## config.mk

```make
export PLATFORM = sky130hd
export DESIGN_NAME = hex_record_parser_top
export DESIGN_NICKNAME = d
export VERILOG_FILES = /design/src/sv/hrp_pkg.sv /design/src/sv/hrp_front.sv /design/src/sv/hrp_queue.sv /design/src/sv/hrp_back.sv /design/src/sv/hex_record_parser_top.sv
export SDC_FILE = /design/constraint.sdc
export NUM_CORES = 1
export LEC_CHECK = 0
export BUFFER_PORTS_ARGS = -buffer_cell sky130_fd_sc_hd__buf_4
export CAP_MARGIN = 20
export CORE_ASPECT_RATIO = 0.7
export CORE_MARGIN = 1
export CORE_UTILIZATION = 45
export DETAILED_ROUTE_END_ITERATION = 16
export MAX_ROUTING_LAYER = met4
export PLACE_DENSITY_LB_ADDON = 0.3
export SLEW_MARGIN = 10
export SYNTH_ARGS = -nofsm -noshare
export SYNTH_HDL_FRONTEND = slang
export SYNTH_HIERARCHICAL = 1
export SYNTH_SLANG_ARGS = --single-unit
```

## constraint.sdc

```tcl
create_clock -name clk -period 5.1 [get_ports clk]
set_clock_uncertainty 0.15 [all_clocks]
set_input_delay 0.255 -clock clk [delete_from_list [all_inputs] [get_ports clk]]
set_output_delay 0.255 -clock clk [all_outputs]
set_load 0.1 [all_outputs]
```

## src/sv/hrp_pkg.sv

```systemverilog
// Shared types, constants and the digit decode for the hex record parser.
// Used by hrp_front, hrp_queue, hrp_back and hex_record_parser_top.
package hrp_pkg;

  localparam logic [7:0] COLON_CHAR   = 8'h3A;
  localparam logic [7:0] LAST_DIGIT   = 8'h39;
  localparam logic [7:0] DIGIT_MASK   = 8'h3F;
  localparam logic [7:0] ALPHA_MASK   = 8'h47;
  localparam logic [7:0] ASCII_ZERO   = 8'h30;
  localparam logic [7:0] ALPHA_BIAS   = 8'h37;

  localparam logic [7:0] MAX_LENGTH_RESET = 8'hFF;
  localparam int         QUEUE_DEPTH_DEF  = 2;

  // register index of max_length in the configuration space
  localparam logic       REG_MAX_LENGTH = 1'b0;

  // one classified character, as it travels from front to back
  typedef struct packed {
    logic       is_colon;
    logic [7:0] nib;
  } item_t;

  // one result, as built by the back end
  typedef struct packed {
    logic        data_valid;
    logic [7:0]  data_byte;
    logic [7:0]  data_index;
    logic        record_done;
    logic        checksum_ok;
    logic        too_long;
    logic [7:0]  record_length;
    logic [15:0] record_offset;
    logic [7:0]  record_type;
  } result_t;

  // Unchecked hex digit value; non-digits give whatever the formula gives.
  function automatic logic [7:0] digit_value(input logic [7:0] c);
    logic [7:0] v;
    if (c <= LAST_DIGIT) begin
      v = (c & DIGIT_MASK) - ASCII_ZERO;
    end else begin
      v = (c & ALPHA_MASK) - ALPHA_BIAS;
    end
    return v;
  endfunction

endpackage

```

## src/sv/hrp_front.sv

```systemverilog
// Front end of the hex record parser: takes characters and classifies them.
// Depends on hrp_pkg; feeds hrp_queue.
module hrp_front (
  input  logic          in_valid,
  input  logic [7:0]    char_in,
  input  logic          q_full,
  output logic          in_stall,
  output logic          q_push,
  output hrp_pkg::item_t q_item
);
  import hrp_pkg::*;

  // hold the sender while the queue has no room
  assign in_stall = q_full;
  assign q_push   = in_valid && !q_full;

  always_comb begin
    q_item.is_colon = (char_in == COLON_CHAR);
    q_item.nib      = digit_value(char_in);
  end

endmodule

```

## src/sv/hrp_queue.sv

```systemverilog
// Short FIFO of classified characters between front and back end.
// Depends on hrp_pkg for the item type.
module hrp_queue #(
  parameter int QUEUE_DEPTH = hrp_pkg::QUEUE_DEPTH_DEF
) (
  input  logic           clk,
  input  logic           rst,
  input  logic           push,
  input  hrp_pkg::item_t push_item,
  input  logic           pop,
  output logic           full,
  output logic           not_empty,
  output hrp_pkg::item_t head_item
);
  import hrp_pkg::*;

  localparam int PtrW = $clog2(QUEUE_DEPTH);
  localparam int CntW = $clog2(QUEUE_DEPTH + 1);
  localparam logic [PtrW-1:0] LastPtr = PtrW'(QUEUE_DEPTH - 1);
  localparam logic [CntW-1:0] FullCnt = CntW'(QUEUE_DEPTH);

  item_t           entries [QUEUE_DEPTH];
  logic [PtrW-1:0] wr_ptr;
  logic [PtrW-1:0] rd_ptr;
  logic [CntW-1:0] count;

  assign full      = (count == FullCnt);
  assign not_empty = (count != '0);
  assign head_item = entries[rd_ptr];

  always_ff @(posedge clk) begin
    if (push) begin
      entries[wr_ptr] <= push_item;
    end
  end

  always_ff @(posedge clk) begin
    if (rst) begin
      wr_ptr <= '0;
      rd_ptr <= '0;
      count  <= '0;
    end else begin
      if (push) begin
        wr_ptr <= (wr_ptr == LastPtr) ? '0 : wr_ptr + 1'b1;
      end
      if (pop) begin
        rd_ptr <= (rd_ptr == LastPtr) ? '0 : rd_ptr + 1'b1;
      end
      case ({push, pop})
        2'b10:   count <= count + 1'b1;
        2'b01:   count <= count - 1'b1;
        default: count <= count;
      endcase
    end
  end

endmodule

```

## src/sv/hrp_back.sv

```systemverilog
// Back end of the hex record parser: record state machine and output register.
// Depends on hrp_pkg; pops hrp_queue.
module hrp_back (
  input  logic             clk,
  input  logic             rst,
  input  logic             q_valid,
  input  hrp_pkg::item_t   q_item,
  output logic             q_pop,
  input  logic [7:0]       max_length,
  output logic             out_valid,
  input  logic             out_stall,
  output hrp_pkg::result_t result
);
  import hrp_pkg::*;

  localparam logic [3:0] PH_IDLE  = 4'd0;
  localparam logic [3:0] PH_LEN0  = 4'd1;
  localparam logic [3:0] PH_LEN1  = 4'd2;
  localparam logic [3:0] PH_OFF0  = 4'd3;
  localparam logic [3:0] PH_OFF1  = 4'd4;
  localparam logic [3:0] PH_OFF2  = 4'd5;
  localparam logic [3:0] PH_OFF3  = 4'd6;
  localparam logic [3:0] PH_TYP0  = 4'd7;
  localparam logic [3:0] PH_TYP1  = 4'd8;
  localparam logic [3:0] PH_DATA  = 4'd9;
  localparam logic [3:0] PH_CKS0  = 4'd10;
  localparam logic [3:0] PH_CKS1  = 4'd11;
  localparam logic [3:0] PH_DONE  = 4'd12;
  localparam logic [3:0] PH_LONG  = 4'd13;

  logic [3:0]  phase, phase_next;
  logic [7:0]  length_reg, length_reg_next;
  logic [15:0] offset_reg, offset_reg_next;
  logic [7:0]  type_reg, type_reg_next;
  logic [7:0]  checksum_byte, checksum_byte_next;
  logic [7:0]  partial_byte, partial_byte_next;
  logic [7:0]  byte_count, byte_count_next;
  logic        high_nibble_next, high_nibble_next_next;
  logic [7:0]  running_sum, running_sum_next;
  logic        verdict_ok, verdict_ok_next;
  logic [7:0]  total;
  result_t     res_next;

  // advance when the output register is free or being taken
  assign q_pop = q_valid && (!out_valid || !out_stall);

  always_comb begin
    phase_next            = phase;
    length_reg_next       = length_reg;
    offset_reg_next       = offset_reg;
    type_reg_next         = type_reg;
    checksum_byte_next    = checksum_byte;
    partial_byte_next     = partial_byte;
    byte_count_next       = byte_count;
    high_nibble_next_next = high_nibble_next;
    running_sum_next      = running_sum;
    verdict_ok_next       = verdict_ok;
    total                 = '0;
    res_next              = '0;

    if (q_item.is_colon) begin
      phase_next            = PH_LEN0;
      byte_count_next       = '0;
      high_nibble_next_next = 1'b1;
      running_sum_next      = '0;
      verdict_ok_next       = 1'b0;
    end else begin
      case (phase)
        PH_LEN0, PH_LEN1: begin
          length_reg_next = {length_reg[3:0], 4'b0} + q_item.nib;
          phase_next      = phase + 4'd1;
          if (phase == PH_LEN1 && length_reg_next > max_length) begin
            phase_next           = PH_LONG;
            res_next.record_done = 1'b1;
            res_next.too_long    = 1'b1;
          end
        end
        PH_OFF0, PH_OFF1, PH_OFF2, PH_OFF3: begin
          offset_reg_next = {offset_reg[11:0], 4'b0} + {8'b0, q_item.nib};
          phase_next      = phase + 4'd1;
        end
        PH_TYP0, PH_TYP1: begin
          type_reg_next = {type_reg[3:0], 4'b0} + q_item.nib;
          phase_next    = phase + 4'd1;
          // empty record: skip straight to the checksum digits
          if (phase == PH_TYP1 && length_reg == '0) begin
            phase_next = PH_CKS0;
          end
        end
        PH_DATA: begin
          partial_byte_next     = {partial_byte[3:0], 4'b0} + q_item.nib;
          high_nibble_next_next = !high_nibble_next;
          if (!high_nibble_next) begin
            res_next.data_valid = 1'b1;
            res_next.data_byte  = partial_byte_next;
            res_next.data_index = byte_count;
            running_sum_next    = running_sum + partial_byte_next;
            byte_count_next     = byte_count + 8'd1;
            if (byte_count_next == length_reg) begin
              phase_next = PH_CKS0;
            end
          end
        end
        PH_CKS0, PH_CKS1: begin
          checksum_byte_next = {checksum_byte[3:0], 4'b0} + q_item.nib;
          phase_next         = phase + 4'd1;
          if (phase == PH_CKS1) begin
            total = running_sum + length_reg + type_reg + checksum_byte_next
                  + offset_reg[15:8] + offset_reg[7:0];
            verdict_ok_next      = (total == '0);
            res_next.record_done = 1'b1;
            phase_next           = PH_DONE;
          end
        end
        default: begin
          // idle, finished or unused phase: drop the character
        end
      endcase
    end

    res_next.checksum_ok   = verdict_ok_next;
    res_next.record_length = length_reg_next;
    res_next.record_offset = offset_reg_next;
    res_next.record_type   = type_reg_next;
  end

  always_ff @(posedge clk) begin
    if (rst) begin
      phase            <= PH_IDLE;
      length_reg       <= '0;
      offset_reg       <= '0;
      type_reg         <= '0;
      checksum_byte    <= '0;
      partial_byte     <= '0;
      byte_count       <= '0;
      high_nibble_next <= 1'b1;
      running_sum      <= '0;
      verdict_ok       <= 1'b0;
    end else if (q_pop) begin
      phase            <= phase_next;
      length_reg       <= length_reg_next;
      offset_reg       <= offset_reg_next;
      type_reg         <= type_reg_next;
      checksum_byte    <= checksum_byte_next;
      partial_byte     <= partial_byte_next;
      byte_count       <= byte_count_next;
      high_nibble_next <= high_nibble_next_next;
      running_sum      <= running_sum_next;
      verdict_ok       <= verdict_ok_next;
    end
  end

  always_ff @(posedge clk) begin
    if (rst) begin
      out_valid <= 1'b0;
    end else if (q_pop) begin
      out_valid <= 1'b1;
    end else if (!out_stall) begin
      out_valid <= 1'b0;
    end
  end

  always_ff @(posedge clk) begin
    if (q_pop) begin
      result <= res_next;
    end
  end

endmodule

```

## src/sv/hex_record_parser_top.sv

```systemverilog
// Top level of the hex record parser: config register, front, queue, back.
// Depends on hrp_pkg, hrp_front, hrp_queue and hrp_back.
//
// Usage:
//   Input channel (in_valid, in_stall, char_in) carries one ASCII character
//   per transfer. A colon starts or restarts a record; the length, offset,
//   type, data and checksum digits follow. Characters outside a record are
//   dropped but still produce a result.
//   Output channel (out_valid, out_stall, result fields) carries exactly one
//   result per accepted character, in order: a completed data byte with its
//   index, the end-of-record flag with the checksum verdict or the too-long
//   flag, and the current length, offset and type.
//   A transfer writes the character into the queue; the back end pops it
//   from there and loads its result into the output register.
//   Throughput: one character per cycle while out_stall is low; the
//   front end pushes into a QUEUE_DEPTH-entry queue and the back end
//   updates the record state and loads the output register per character.
//   When the receiver stalls, the output register holds its result; the
//   queue fills behind it and in_stall rises once it is full.
//   Reset: phase goes idle, registers clear, max_length returns to 255 and
//   the queue and output register empty. No clearing pass is needed.
//   Config: max_length at byte address 0 of the APB port; write while idle.
module hex_record_parser_top #(
  parameter int QUEUE_DEPTH = hrp_pkg::QUEUE_DEPTH_DEF
) (
  input  logic        clk,
  input  logic        rst,
  // configuration port
  input  logic        psel,
  input  logic        penable,
  input  logic        pwrite,
  input  logic [2:0]  paddr,
  input  logic [31:0] pwdata,
  output logic [31:0] prdata,
  output logic        pready,
  // character input
  input  logic        in_valid,
  output logic        in_stall,
  input  logic [7:0]  char_in,
  // result output
  output logic        out_valid,
  input  logic        out_stall,
  output logic        data_valid,
  output logic [7:0]  data_byte,
  output logic [7:0]  data_index,
  output logic        record_done,
  output logic        checksum_ok,
  output logic        too_long,
  output logic [7:0]  record_length,
  output logic [15:0] record_offset,
  output logic [7:0]  record_type
);
  import hrp_pkg::*;

  logic       [7:0] max_length;
  logic             cfg_write;
  logic             q_push;
  logic             q_pop;
  logic             q_full;
  logic             q_valid;
  item_t            push_item;
  item_t            head_item;
  result_t          result;

  // APB: always ready, one register at word index zero
  assign pready    = 1'b1;
  assign cfg_write = psel && penable && pwrite && pready;

  always_ff @(posedge clk) begin
    if (rst) begin
      max_length <= MAX_LENGTH_RESET;
    end else if (cfg_write && paddr[2] == REG_MAX_LENGTH) begin
      max_length <= pwdata[7:0];
    end
  end

  assign prdata = (paddr[2] == REG_MAX_LENGTH) ? {24'b0, max_length} : '0;

  // classify each character on the way in
  hrp_front u_front (
    .in_valid (in_valid),
    .char_in  (char_in),
    .q_full   (q_full),
    .in_stall (in_stall),
    .q_push   (q_push),
    .q_item   (push_item)
  );

  // decouple front from back so each side can stall on its own
  hrp_queue #(
    .QUEUE_DEPTH (QUEUE_DEPTH)
  ) u_queue (
    .clk       (clk),
    .rst       (rst),
    .push      (q_push),
    .push_item (push_item),
    .pop       (q_pop),
    .full      (q_full),
    .not_empty (q_valid),
    .head_item (head_item)
  );

  // record state machine and output register
  hrp_back u_back (
    .clk        (clk),
    .rst        (rst),
    .q_valid    (q_valid),
    .q_item     (head_item),
    .q_pop      (q_pop),
    .max_length (max_length),
    .out_valid  (out_valid),
    .out_stall  (out_stall),
    .result     (result)
  );

  assign data_valid    = result.data_valid;
  assign data_byte     = result.data_byte;
  assign data_index    = result.data_index;
  assign record_done   = result.record_done;
  assign checksum_ok   = result.checksum_ok;
  assign too_long      = result.too_long;
  assign record_length = result.record_length;
  assign record_offset = result.record_offset;
  assign record_type   = result.record_type;

  // a length error always ends the record and never passes the checksum
  a_too_long_ends: assert property (@(posedge clk) disable iff (rst)
    (out_valid && too_long) |-> (record_done && !checksum_ok))
    else $error("too_long without record_done or with checksum_ok");

  // a data byte and the end of a record never come on the same character
  a_data_not_done: assert property (@(posedge clk) disable iff (rst)
    out_valid |-> !(data_valid && record_done))
    else $error("data byte and record end on one result");

  // a data byte always lies inside the declared length
  a_index_in_range: assert property (@(posedge clk) disable iff (rst)
    (out_valid && data_valid) |-> (data_index < record_length))
    else $error("data_index beyond record_length");

  // the input is only held back while the queue is full
  a_stall_only_full: assert property (@(posedge clk) disable iff (rst)
    in_stall |-> q_full)
    else $error("input stalled with room in the queue");

endmodule

```

==> impl_results.md <==
* Unrepaired setup endpoints after global routing: no
* Area growth syn-to-layout at 16.12%
* Clock tree buffer depth at 2
* Largest net degree at the start of global routing at 72
* Reg2reg setup slack at 350 ps
* Worst Path Required at 5120 ps
* WL final at 20.53 mm
* Most common cell after layout, fill and taps aside: nor2_1
* Final setup viols at 0
* Die Footprint at 20160 um^2
* Hold WC Path Type: in2reg
* Synthesized flop and latch total at 146
* IO Count at 137
* TritonCTS clock tree: yes
* Sequential share of the synthesized area at 41.12%
* Max Slew Vio Count at 0
* Switch Pwr at 3656 uW
* Fin Setup TNS at 0 ps
* Routed len/inst at 16.54 um
* Site row count at 42
* Antenna Nets Post-Route at 0
* Vias in the first global route at 5955
* PwrDens at 704.0 nW/um^2
* Die Span X at 169.3 um
* Initial antenna violation count at 0
* Final nets at 1096
* Status: finished clean
* Count of clock tree sinks at 146
* Most frequent cells in the layout: 103 x nor2_1, 100 x buf_4, 76 x dfxtp_1, 70 x inv_1, 70 x edfxtp_1
* Worst VDD drop at 0.0008189 V
* Max reg flops at 52
* Hpwl dp at 14.88 mm
* Fmax at 210.4 MHz
* CP most frequent cell: fa_1
* CTS H-Tree Depth at 4
* Syn_area_per_cell at 10.08 um^2
* Fin crit share at 93.20%
* P_leak at 0.004190 uW
* CP Launch Type: flip-flop
* Routed via count at 6384
* Slowest-stage cell, CP: fa_1
* CTS Root Cell: clkbuf_16
* Hold Startpoint: char_in[2]
* Grt ovf at 0
* Arr. time, crit path at 4770 ps
* First-pass iteration count of the detailed router at 5
* Die span in y at 119.1 um
* Final Hold Viols at 0
* Synth unique cells at 80
* Port Buf Inserts at 85
* Resize count post-CTS at 0
* Postcts setup bufs at 0
* Ys Warns at 6
* ANT cells at 0
* Vias per cell at 5.144
* Final Wtd Congestion at 0.8913
* Switching Fraction at 50.75%
* Met3 routed WL at 1.156 mm
* Ys async rst share at 0%
* GRT Total Usage at 22.13%
* Flop pwr share at 25.1%
* Internal power at 3548 uW
* Final non-filler cell total at 1241
* Setup crit end kind: flip-flop
* Met2 routed WL at 8.497 mm
* Core area at 19020 um^2
* Design Area, Final at 10230 um^2
* Worst Path Max Fanout at 3
* Placed cells at 1199
* Tmin final at 4753 ps
* First-pass GRT wire length at 32.69 mm
* Critical path class: reg2reg
* Iter 0 DRT Violations at 605
* CP peak stage delay at 540 ps
* Starting Density at 46.32%
* Reg clk slew, reported paths at 60 ps
* Worst slew margin at 33.14%
* Layout cells sized above 1 at 19.55%
* Uppermost layer routed: met4
* Total power at 7204 uW
* CP Cell Sequence: mux2_2 -> ha_1 -> fa_1 -> inv_1 -> fa_1 -> fa_1 -> fa_1 -> inv_1 -> ha_1 -> nor3b_1 -> o21a_1 -> nor2_1 -> xnor2_1 -> a32oi_1 -> nor2_1
* TritonCTS Buffers at 17
* Post-synth EDFFs at 70
* Placed Area at 9535 um^2
* Routed length on met1 at 10.59 mm
* Most used flip-flop cell after synthesis: dfxtp_1
* Clk_lat worst skew at 430 ps
* Number of max-cap violations at 0
* Combinational power share at 57.2%
* DRC at 0
* Mapped cell area at 8812 um^2
* Clock Power Share at 17.7%
* Final core occ at 53.79%
* Syn Inst Count at 874
* Worst-margin pin slew at 1003 ps
synthesized netlist by cell type, types with 15 or more instances:
master	count	area share, %
mux2i_1	15	1.7
xnor2_1	37	3.7
o21ai_0	44	2.5
dfxtp_1	76	17
nor3_1	24	1.4
ha_1	49	7.0
and2_1	16	1.1
inv_1	70	3.0
nand2_1	51	2.2
mux2_2	23	2.9
buf_4	29	2.5
fa_1	33	7.5
a21oi_1	55	3.1
xor2_1	18	1.8
clkbuf_1	16	0.68
nor2_1	103	4.4
edfxtp_1	70	24
final timing paths:
kind,endpoint,cells past startpoint
min reg2reg,u_back/type_reg[5],2
max,u_back/result[33],15
max reg2reg,u_back/result[33],15
min,u_queue/entries[0][8],2
power by group through the flow:
| stage | registers (uW) | logic (uW) | clock network [uW] |
|---|---|---|---|
| floorplan | 3180 | 1860 | 0 |
| global placement | 1830 | 4020 | 0 |
| detailed placement | 1830 | 4090 | 0 |
| CTS | 1810 | 4120 | 1300 |
| global route | 1840 | 4460 | 1350 |
| finish | 1810 | 4120 | 1280 |
metal layers:
layer | track usage, % | up-vias
met5 | - | -
met4 | 7.038 | 0
met3 | 4.154 | 21
met2 | 29.50 | 181
met1 | 33.33 | 3060
li1 | - | 3122
cell type report:
class | count | area, um^2
fill | 1736 | 8791
multi-input combinational | 618 | 4564
clock inverter | 12 | 160.2
tap | 264 | 330.3
sequential | 146 | 3623
timing repair buffer | 110 | 850.8
clock buffer | 20 | 436.7
inverter | 71 | 266.5
worst max-delay path: cells and delay by family (launching register included):
family | cells | cell delay (ps)
compound gates | 2 | 380
xor+xnor | 1 | 140
fa+ha+maj | 6 | 2500
buf+inv | 2 | 90
flops | 1 | 390
mux | 1 | 390
simple gates | 3 | 460
what timing repair did:
item / 4_1_cts / 5_1_grt
setup endpoints to repair: 0 / 0
endpoints found under the hold margin: 13 / 0
hold buffers: 10 / 0
through the flow:
step | hold WS (ps) | setup slack, ps
2_1_floorplan | 174.1 | 520.9
3_3_place_gp | 310.8 | 490.7
5_1_grt | 33.83 | 130.7
4_1_cts | 7.014 | 370.9
3_5_place_dp | 322.6 | 376.8
6_report | 32.98 | 346.9
cells by family (layout without fill, tap and decap cells):
family | after synthesis | after routing | synth area share (%)
flip-flops | 146 | 146 | 41.12
multiplexers | 39 | 39 | 4.813
AO/OA/AOI/OAI | 162 | 162 | 11.88
adder cells (fa/ha/maj) | 82 | 82 | 14.45
AND/OR/NAND/NOR | 255 | 255 | 14.11
buffers and inverters | 133 | 213 | 8.065
other | 2 | 25 | 0.08522
XOR/XNOR | 55 | 55 | 5.466
Power figures use the tool's default switching activity.
